$ cat config.mk
export PLATFORM = sky130hd
export DESIGN_NAME = binary_to_decimal_ascii_core_flat
export DESIGN_NICKNAME = d
export VERILOG_FILES = /design/src/hdl/b2d_pkg.sv /design/src/hdl/b2d_if.sv /design/src/hdl/b2d_dabble.sv /design/src/hdl/binary_to_decimal_ascii_core.sv /design/src/flat_wrapper.sv
export SDC_FILE = /design/constraint.sdc
export NUM_CORES = 1
export LEC_CHECK = 0
export BUFFER_PORTS_ARGS = -buffer_cell sky130_fd_sc_hd__buf_4
export CAP_MARGIN = 10
export CELL_PAD_IN_SITES_DETAIL_PLACEMENT = 1
export CELL_PAD_IN_SITES_GLOBAL_PLACEMENT = 2
export CORE_ASPECT_RATIO = 1.2
export CORE_UTILIZATION = 34
export DETAILED_ROUTE_END_ITERATION = 6
export PLACE_DENSITY = 0.76
export SYNTH_ARGS = -nofsm -noshare
export SYNTH_HDL_FRONTEND = slang
export SYNTH_SLANG_ARGS = --single-unit
$ cat constraint.sdc
create_clock -name i_clk -period 2.59 [get_ports i_clk]
set_input_delay 0.259 -clock i_clk [delete_from_list [all_inputs] [get_ports i_clk]]
set_output_delay 0.259 -clock i_clk [all_outputs]
set_load 0.01 [all_outputs]
$ cat src/hdl/b2d_pkg.sv
// b2d_pkg: shared types, constants and helpers for the binary to decimal ascii core
// no dependencies; imported by b2d_dabble, binary_to_decimal_ascii_core and tb
`default_nettype none

package b2d_pkg;

    // ascii codes used on the output
    localparam logic [7:0] CHR_ZERO  = 8'h30;
    localparam logic [7:0] CHR_MINUS = 8'h2D;

    // double dabble digit correction
    localparam logic [3:0] BCD_ADJ_MIN = 4'd5;
    localparam logic [3:0] BCD_ADJ     = 4'd3;
    localparam logic [3:0] BCD_MAX     = 4'd9;

    // top level sequencer states
    typedef enum logic [2:0] {
        ST_IDLE,
        ST_CONV,
        ST_SIGN,
        ST_SKIP,
        ST_DIGIT
    } t_state;

    // status of the shift-add-3 unit
    typedef struct packed {
        logic busy;
        logic done;
    } t_dab_stat;

    // add 3 to a bcd digit of 5 or more before the next shift
    function automatic logic [3:0] bcd_adjust(input logic [3:0] d);
        return (d >= BCD_ADJ_MIN) ? (d + BCD_ADJ) : d;
    endfunction

endpackage

`default_nettype wire

$ cat src/hdl/b2d_if.sv
// b2d_if: valid/ready channel interfaces for the input number and the output characters
// no dependencies; used by binary_to_decimal_ascii_core and tb
`default_nettype none

interface b2d_in_if #(
    parameter int VALUE_WIDTH = 32
);
    logic                   valid;
    logic                   ready;
    logic [VALUE_WIDTH-1:0] value;
    logic                   is_signed;

    modport source (output valid, output value, output is_signed, input ready);
    modport sink   (input valid, input value, input is_signed, output ready);
endinterface

interface b2d_out_if;
    logic       valid;
    logic       ready;
    logic [7:0] character;
    logic       last;

    modport source (output valid, output character, output last, input ready);
    modport sink   (input valid, input character, input last, output ready);
endinterface

`default_nettype wire

$ cat src/hdl/b2d_dabble.sv
// b2d_dabble: iterative shift-add-3 binary to bcd converter, one bit per cycle
// depends on b2d_pkg
`default_nettype none

module b2d_dabble
    import b2d_pkg::*;
#(
    parameter int W    = 32,
    parameter int NDIG = 10
) (
    input  wire logic              i_clk,
    input  wire logic              i_rst_n,
    input  wire logic              i_start,
    input  wire logic [W-1:0]      i_mag,
    output t_dab_stat              o_stat,
    output logic [NDIG*4-1:0]      o_bcd
);

    localparam int BW = NDIG * 4;
    localparam int CW = $clog2(W + 1);

    logic [W-1:0]  r_bin;
    logic [BW-1:0] r_bcd;
    logic [CW-1:0] r_cnt;
    logic          r_busy;
    logic          r_done;
    logic [BW-1:0] w_adj;
    logic          w_digits_ok;

    // add-3 correction on every digit lane
    always_comb begin
        for (int k = 0; k < NDIG; k++) begin
            w_adj[k*4 +: 4] = bcd_adjust(r_bcd[k*4 +: 4]);
        end
    end

    // every digit stays a legal bcd code
    always_comb begin
        w_digits_ok = 1'b1;
        for (int k = 0; k < NDIG; k++) begin
            if (r_bcd[k*4 +: 4] > BCD_MAX) begin
                w_digits_ok = 1'b0;
            end
        end
    end

    // control: bit counter, busy and done pulse
    always_ff @(posedge i_clk) begin
        if (!i_rst_n) begin
            r_busy <= 1'b0;
            r_done <= 1'b0;
            r_cnt  <= '0;
        end else begin
            r_done <= 1'b0;
            if (i_start) begin
                r_busy <= 1'b1;
                r_cnt  <= CW'(W);
            end else if (r_busy) begin
                r_cnt <= r_cnt - 1'b1;
                if (r_cnt == CW'(1)) begin
                    r_busy <= 1'b0;
                    r_done <= 1'b1;
                end
            end
        end
    end

    // datapath: shift binary msb into the corrected bcd word
    always_ff @(posedge i_clk) begin
        if (i_start) begin
            r_bin <= i_mag;
            r_bcd <= '0;
        end else if (r_busy) begin
            r_bin <= {r_bin[W-2:0], 1'b0};
            r_bcd <= {w_adj[BW-2:0], r_bin[W-1]};
        end
    end

    assign o_stat.busy = r_busy;
    assign o_stat.done = r_done;
    assign o_bcd       = r_bcd;

    // checks
    a_done_ends_busy: assert property (@(posedge i_clk) disable iff (!i_rst_n)
        r_done |-> !r_busy)
        else $error("done raised while the unit is still busy");

    a_start_when_free: assert property (@(posedge i_clk) disable iff (!i_rst_n)
        i_start |-> (!r_busy && !r_done))
        else $error("start while a conversion is in flight");

    a_bcd_legal: assert property (@(posedge i_clk) disable iff (!i_rst_n)
        r_done |-> w_digits_ok)
        else $error("bcd digit above nine after conversion");

    a_done_after_count: assert property (@(posedge i_clk) disable iff (!i_rst_n)
        (r_busy && r_cnt == CW'(1) && !i_start) |=> r_done)
        else $error("conversion did not finish after the last bit");

endmodule

`default_nettype wire

$ cat src/hdl/binary_to_decimal_ascii_core.sv
// binary_to_decimal_ascii_core: top level, sequencer, sign handling and character output
// depends on b2d_pkg, b2d_if and b2d_dabble
//
//   channel  dir  payload                          handshake
//   i_in     in   value[VALUE_WIDTH], is_signed    valid/ready (b2d_in_if.sink)
//   o_out    out  character[8], last               valid/ready (b2d_out_if.source)
//
// an item is accepted in the idle state, then the convert state runs the VALUE_WIDTH
// shift-add-3 steps and waits for the done pulse, a sign state follows for a negative
// number, then the skip state drops leading zeros and the digit state sends one digit
// per cycle while o_out is not stalled; the converter loop dominates.
// i_in.ready is high only while the sequencer is idle; one item at a time.
// a stalled o_out holds the character register and the sequencer waits on it.
// synchronous active-low reset returns to idle with the output register empty.
`default_nettype none

module binary_to_decimal_ascii_core
    import b2d_pkg::*;
#(
    parameter int VALUE_WIDTH = 32
) (
    input  wire logic  i_clk,
    input  wire logic  i_rst_n,
    b2d_in_if.sink     i_in,
    b2d_out_if.source  o_out
);

    localparam int NDIG = (VALUE_WIDTH * 30103) / 100000 + 1;
    localparam int IDXW = $clog2(NDIG);

    t_state                 r_state, n_state;
    logic                   r_neg, n_neg;
    logic [IDXW-1:0]        r_idx, n_idx;
    logic                   r_out_valid, n_out_valid;
    logic [7:0]             r_out_char, n_out_char;
    logic                   r_out_last, n_out_last;

    logic                   w_accept;
    logic                   w_slot_free;
    logic [VALUE_WIDTH-1:0] w_value;
    logic                   w_in_neg;
    logic [VALUE_WIDTH-1:0] w_mag;
    t_dab_stat              w_dab;
    logic [NDIG*4-1:0]      w_bcd;
    logic [3:0]             w_digit;

    // input transfer and magnitude
    assign i_in.ready  = (r_state == ST_IDLE);
    assign w_accept    = i_in.valid && (r_state == ST_IDLE);
    assign w_value     = i_in.value;
    assign w_in_neg    = i_in.is_signed && w_value[VALUE_WIDTH-1];
    assign w_mag       = w_in_neg ? (~w_value + 1'b1) : w_value;
    assign w_slot_free = !r_out_valid || o_out.ready;

    b2d_dabble #(
        .W    (VALUE_WIDTH),
        .NDIG (NDIG)
    ) u_dabble (
        .i_clk   (i_clk),
        .i_rst_n (i_rst_n),
        .i_start (w_accept),
        .i_mag   (w_mag),
        .o_stat  (w_dab),
        .o_bcd   (w_bcd)
    );

    // current digit under the pointer
    assign w_digit = w_bcd[{r_idx, 2'b00} +: 4];

    // state and output registers
    always_ff @(posedge i_clk) begin
        if (!i_rst_n) begin
            r_state     <= ST_IDLE;
            r_out_valid <= 1'b0;
        end else begin
            r_state     <= n_state;
            r_out_valid <= n_out_valid;
        end
    end

    always_ff @(posedge i_clk) begin
        r_neg      <= n_neg;
        r_idx      <= n_idx;
        r_out_char <= n_out_char;
        r_out_last <= n_out_last;
    end

    // sequencer: convert, sign, skip leading zeros, send digits
    always_comb begin
        n_state     = r_state;
        n_neg       = r_neg;
        n_idx       = r_idx;
        n_out_char  = r_out_char;
        n_out_last  = r_out_last;
        n_out_valid = r_out_valid && !o_out.ready;
        unique case (r_state)
            ST_IDLE: begin
                if (w_accept) begin
                    n_neg   = w_in_neg;
                    n_state = ST_CONV;
                end
            end
            ST_CONV: begin
                n_idx = IDXW'(NDIG - 1);
                if (w_dab.done) begin
                    n_state = r_neg ? ST_SIGN : ST_SKIP;
                end
            end
            ST_SIGN: begin
                if (w_slot_free) begin
                    n_out_valid = 1'b1;
                    n_out_char  = CHR_MINUS;
                    n_out_last  = 1'b0;
                    n_state     = ST_SKIP;
                end
            end
            ST_SKIP: begin
                if (w_digit == 4'd0 && r_idx != '0) begin
                    n_idx = r_idx - 1'b1;
                end else begin
                    n_state = ST_DIGIT;
                end
            end
            ST_DIGIT: begin
                if (w_slot_free) begin
                    n_out_valid = 1'b1;
                    n_out_char  = CHR_ZERO + {4'd0, w_digit};
                    n_out_last  = (r_idx == '0);
                    if (r_idx == '0) begin
                        n_state = ST_IDLE;
                    end else begin
                        n_idx = r_idx - 1'b1;
                    end
                end
            end
            default: begin
                n_state = ST_IDLE;
            end
        endcase
    end

    assign o_out.valid     = r_out_valid;
    assign o_out.character = r_out_char;
    assign o_out.last      = r_out_last;

    // checks
    a_accept_starts: assert property (@(posedge i_clk) disable iff (!i_rst_n)
        w_accept |=> (r_state == ST_CONV && w_dab.busy))
        else $error("accepted item did not start a conversion");

    a_minus_not_last: assert property (@(posedge i_clk) disable iff (!i_rst_n)
        (r_out_valid && r_out_char == CHR_MINUS) |-> !r_out_last)
        else $error("minus sign flagged as the final character");

    a_conv_only_busy: assert property (@(posedge i_clk) disable iff (!i_rst_n)
        w_dab.busy |-> r_state == ST_CONV)
        else $error("converter running outside the convert state");

endmodule

`default_nettype wire

$ cat src/flat_wrapper.sv
// flat-port wrapper written by rule: the top's interface ports become plain ports
module binary_to_decimal_ascii_core_flat import b2d_pkg::*;
#(
    parameter int VALUE_WIDTH = 32
)
  (i_clk, i_rst_n, i_in_valid, i_in_value, i_in_is_signed, i_in_ready, o_out_valid, o_out_character, o_out_last, o_out_ready);
  b2d_in_if #(.VALUE_WIDTH(VALUE_WIDTH)) i_in_i ();
  b2d_out_if o_out_i ();
  input  wire logic i_clk;
  input  wire logic i_rst_n;
  input wire logic [$bits(i_in_i.valid)-1:0] i_in_valid;
  input wire logic [$bits(i_in_i.value)-1:0] i_in_value;
  input wire logic [$bits(i_in_i.is_signed)-1:0] i_in_is_signed;
  output wire logic [$bits(i_in_i.ready)-1:0] i_in_ready;
  output wire logic [$bits(o_out_i.valid)-1:0] o_out_valid;
  output wire logic [$bits(o_out_i.character)-1:0] o_out_character;
  output wire logic [$bits(o_out_i.last)-1:0] o_out_last;
  input wire logic [$bits(o_out_i.ready)-1:0] o_out_ready;
  assign i_in_i.valid = i_in_valid;
  assign i_in_i.value = i_in_value;
  assign i_in_i.is_signed = i_in_is_signed;
  assign i_in_ready = i_in_i.ready;
  assign o_out_valid = o_out_i.valid;
  assign o_out_character = o_out_i.character;
  assign o_out_last = o_out_i.last;
  assign o_out_i.ready = o_out_ready;
  binary_to_decimal_ascii_core #(.VALUE_WIDTH(VALUE_WIDTH)) u_core (.i_clk(i_clk), .i_rst_n(i_rst_n), .i_in(i_in_i), .o_out(o_out_i));
endmodule
==> insert_results.sql <==
INSERT INTO impl_metrics (metric_group, metric, value, unit) VALUES
('outcome', 'status', 'finished, final reports clean', ''),
('power', 'seqPwrFrac', '49.0', '%'),
('run', 'max-cap-violations', '0', ''),
('power', 'power.combinational.fraction', '17.2', '%'),
('timing', 'worst_slew_pin_slew', '0.734', 'ns'),
('hold_path', 'holdCritPathClass', 'in2reg', ''),
('cells_and_area', 'fraction_of_final_layout_cells_with_drive_strength_greater_than_1', '14.4', '%'),
('drt', 'drt_iter0_markers', '155', ''),
('drt', 'routed-via-count', '4817', ''),
('global_routing', 'number_of_antenna_violations_at_the_first_check_in_global_routing', '0', ''),
('die', 'boundaryPins', '48', ''),
('timing', 'final-setup-viol-count', '0', ''),
('power', 'share_of_total_power_in_the_clock_network', '33.9', '%'),
('hold_path', 'timing.hold.worst.start', 'i_rst_n', ''),
('placement', 'hpwlAfterDp', '10.8', 'mm'),
('drt', 'detail_route.first_pass.iterations', '4', ''),
('drt', 'post_drt_wl_per_cell', '15.9', 'µm'),
('global_routing', 'grt_max_degree', '59', ''),
('critical_path', 'worst_ep_arrival_time', '2.54', 'ns'),
('timing', 'finalWorstPathRequiredPeriod', '2.47', 'ns'),
('clock_tree', 'tritoncts.num_buffers', '9', ''),
('clock_tree', 'buffer_type_at_the_clock_tree_root', 'clkbuf_16', ''),
('logic_synthesis', 'post_synth_most_frequent_cells', '62 x nor2_1, 57 x nand2_1, 52 x dfxtp_1, 47 x mux2i_1, 43 x edfxtp_1', ''),
('power', 'power.internal', '2.66', 'mW'),
('timing', 'rsz0062_at_grt', 'no', ''),
('power', 'power.static_leakage', '2.65', 'nW'),
('global_routing', 'grt.total_usage', '17.6', '%'),
('logic_synthesis', 'ys_dominant_reg_cell', 'dfxtp_1', ''),
('power', 'swShare', '28.1', '%'),
('drt', 'routed_via_density', '5.29', ''),
('critical_path', 'worstPathMaxFanout', '4', ''),
('logic_synthesis', 'postSynthAreaPerCell', '8.98', 'µm²'),
('logic_synthesis', 'netlist.top_cell.by_area', 'edfxtp_1', ''),
('clock_tree', 'cts.clk_slew.worst_paths', '0.07', 'ns'),
('placement', 'gp_congestion', '0.760', ''),
('logic_synthesis', 'synth.yosys.seq_area_share', '40.2', '%'),
('logic_synthesis', 'yosys.cell_count.top_type', 'nor2_1', ''),
('clock_tree', 'htreeDepth', '3', ''),
('critical_path', 'crit_slowest_cell', 'or4b_4', ''),
('drt', 'routed_wirelength', '14.5', 'mm'),
('global_routing', 'first_global_vias', '4990', ''),
('power', 'power.switching', '1.04', 'mW'),
('power', 'peakVddDrop', '0.000314', 'V'),
('timing', 'skew', '0.00672', 'ns'),
('critical_path', 'worst_path_dominant_cell_family', 'simple AND/OR/NAND/NOR gates', ''),
('logic_synthesis', 'post_synth_num_cell_types', '64', ''),
('timing', 'finalMaxSlewViolations', '0', ''),
('die', 'die_h', '145', 'µm'),
('placement', 'port-buffer-count', '44', ''),
('logic_synthesis', 'share_of_flip_flops_with_an_asynchronous_set_or_reset_after_synthesis', '0', '%'),
('critical_path', 'worst-path-buf-inv', '1', ''),
('logic_synthesis', 'mappedNetlistArea', '5800', 'µm²'),
('die', 'die_x_extent', '121', 'µm'),
('timing', 'final_min_period_over_clock_period', '95.4', '%'),
('logic_synthesis', 'netlist.area_leader.share', '22.3', '%'),
('cells_and_area', 'antenna_cells_inserted', '0', ''),
('timing', 'finalHoldViolCount', '0', ''),
('logic_synthesis', 'most_area_consuming_cells_after_synthesis', 'edfxtp_1 22%, dfxtp_1 18%, mux2i_1 8.1%', ''),
('logic_synthesis', 'synth_enable_flop_cells', '43', ''),
('critical_path', 'setup.worst_path.start', 'u_core.r_idx[0]', ''),
('die', 'coreArea', '16500', 'µm²'),
('global_routing', 'grt.overflow.total', '0', ''),
('timing', 'tns', '0', 'ns'),
('timing', 'slew-limit-headroom', '51.1', '%'),
('clock_tree', 'clock_tree.buffer_depth', '2', ''),
('drt', 'final_antenna_net_count', '0', ''),
('clock_tree', 'clock_sinks', '95', ''),
('cells_and_area', 'final_net_count', '755', ''),
('timing', 'post_route_hold_slack', '0.192', 'ns'),
('die', 'die-area', '17600', 'µm²'),
('critical_path', 'critPathLaunchType', 'flip-flop', '');
[power by group through the flow]
stage          Combinational [mW]  Clock, mW  Sequential (mW)
2_1_floorplan               0.455          0             1.81
3_3_place_gp                0.613          0             1.85
3_5_place_dp                0.643          0             1.85
4_1_cts                     0.647       1.31             1.82
5_1_grt                     0.724       1.37             1.83
6_report                    0.636       1.26             1.81
[registers in the layout (all words and copies together) (netlist names)]
name,count
u_core.u_dabble.r_done,1
u_core.u_dabble.r_bin,32
u_core.u_dabble.o_bcd,40
u_core.o_out.valid,1
u_core.o_out.character,5
u_core.r_state,3
u_core.u_dabble.r_cnt,6
u_core.r_idx,4
u_core.u_dabble.r_busy,1
u_core.o_out.last,1
u_core.r_neg,1
[through the flow]
stage / instances / setup slack [ns] / area [µm²] / utilization (%) / total power, mW
after CTS: 908 / 0.0365 / 6710 / 40.8 / 3.77
after global routing: 911 / 0.0113 / 6740 / 40.9 / 3.93
after floorplan: 647 / 0.0534 / 5800 / - / 2.26
after detailed placement: 892 / 0.0509 / 6430 / 39.1 / 2.49
final: 911 / 0.118 / 6740 / 40.9 / 3.71
after global placement: 892 / 0.0900 / 6430 / 39.1 / 2.46
[cell usage in the layout (no fill, tap or decap), types with 3 or more instances in the layout]
cell	synthesis	layout
mux2i_1	47	47
or3_1	8	8
xor2_1	9	9
edfxtp_1	43	43
or4_1	3	3
nand2b_1	17	17
nor3_1	18	18
nor3b_1	8	8
o21ai_0	41	41
a31oi_1	5	5
xnor2_1	33	33
nor2_1	62	62
o31ai_1	4	3
clkinv_1	3	5
nor2b_1	3	3
nand3_1	19	19
dfxtp_1	52	51
ha_1	24	24
a21oi_1	41	41
a41oi_1	6	6
clkbuf_16	0	9
a211oi_1	10	10
o211ai_1	4	4
buf_4	4	72
o22ai_1	4	4
o21ai_1	6	6
and3_1	8	8
nor4_1	4	4
conb_1	2	3
nand2_1	57	56
inv_1	30	30
[repair_timing]
item	in CTS	in global routing
setup buffers	0	3
hold buffers	0	0
gates resized for setup	0	2
endpoints found under the hold margin	0	0
endpoints found under the setup margin	0	4
[routing by layer]
layer  share of wire (%)  track usage (%)  wire (µm)
met5                   0                0          0
met4                 1.6             5.86        234
met3                 2.8             2.44        402
met2                  51             32.0       7440
met1                  44             20.7       6440
[cell families after synthesis]
logic type	after synthesis	share of synthesized area [%]
fa+ha+maj	24	5.18
buf+inv	70	4.96
flops	95	40.2
mux	52	9.47
compound gates	138	14.5
xor+xnor	42	6.34
other cells	2	0.129
simple gates	223	19.2
[layout make-up]
type,instances,area [µm²]
Clock buffer,10,239
Tap cell,212,265
Sequential cell,95,2330
Clock inverter,6,36.3
Timing Repair Buffer,73,552
Fill cell,1925,9720
Inverter,33,124
Multi-Input combinational cell,482,3190
[worst paths after layout]
path,end,slack (ns),cells after the start
min reg2reg,u_core.u_dabble.o_bcd[39],0.50,2
min,u_core.o_out.valid,0.19,2
max,u_core.r_idx[2],0.12,6
max reg2reg,u_core.r_idx[2],0.12,6
(Power assumes the default switching activity.)
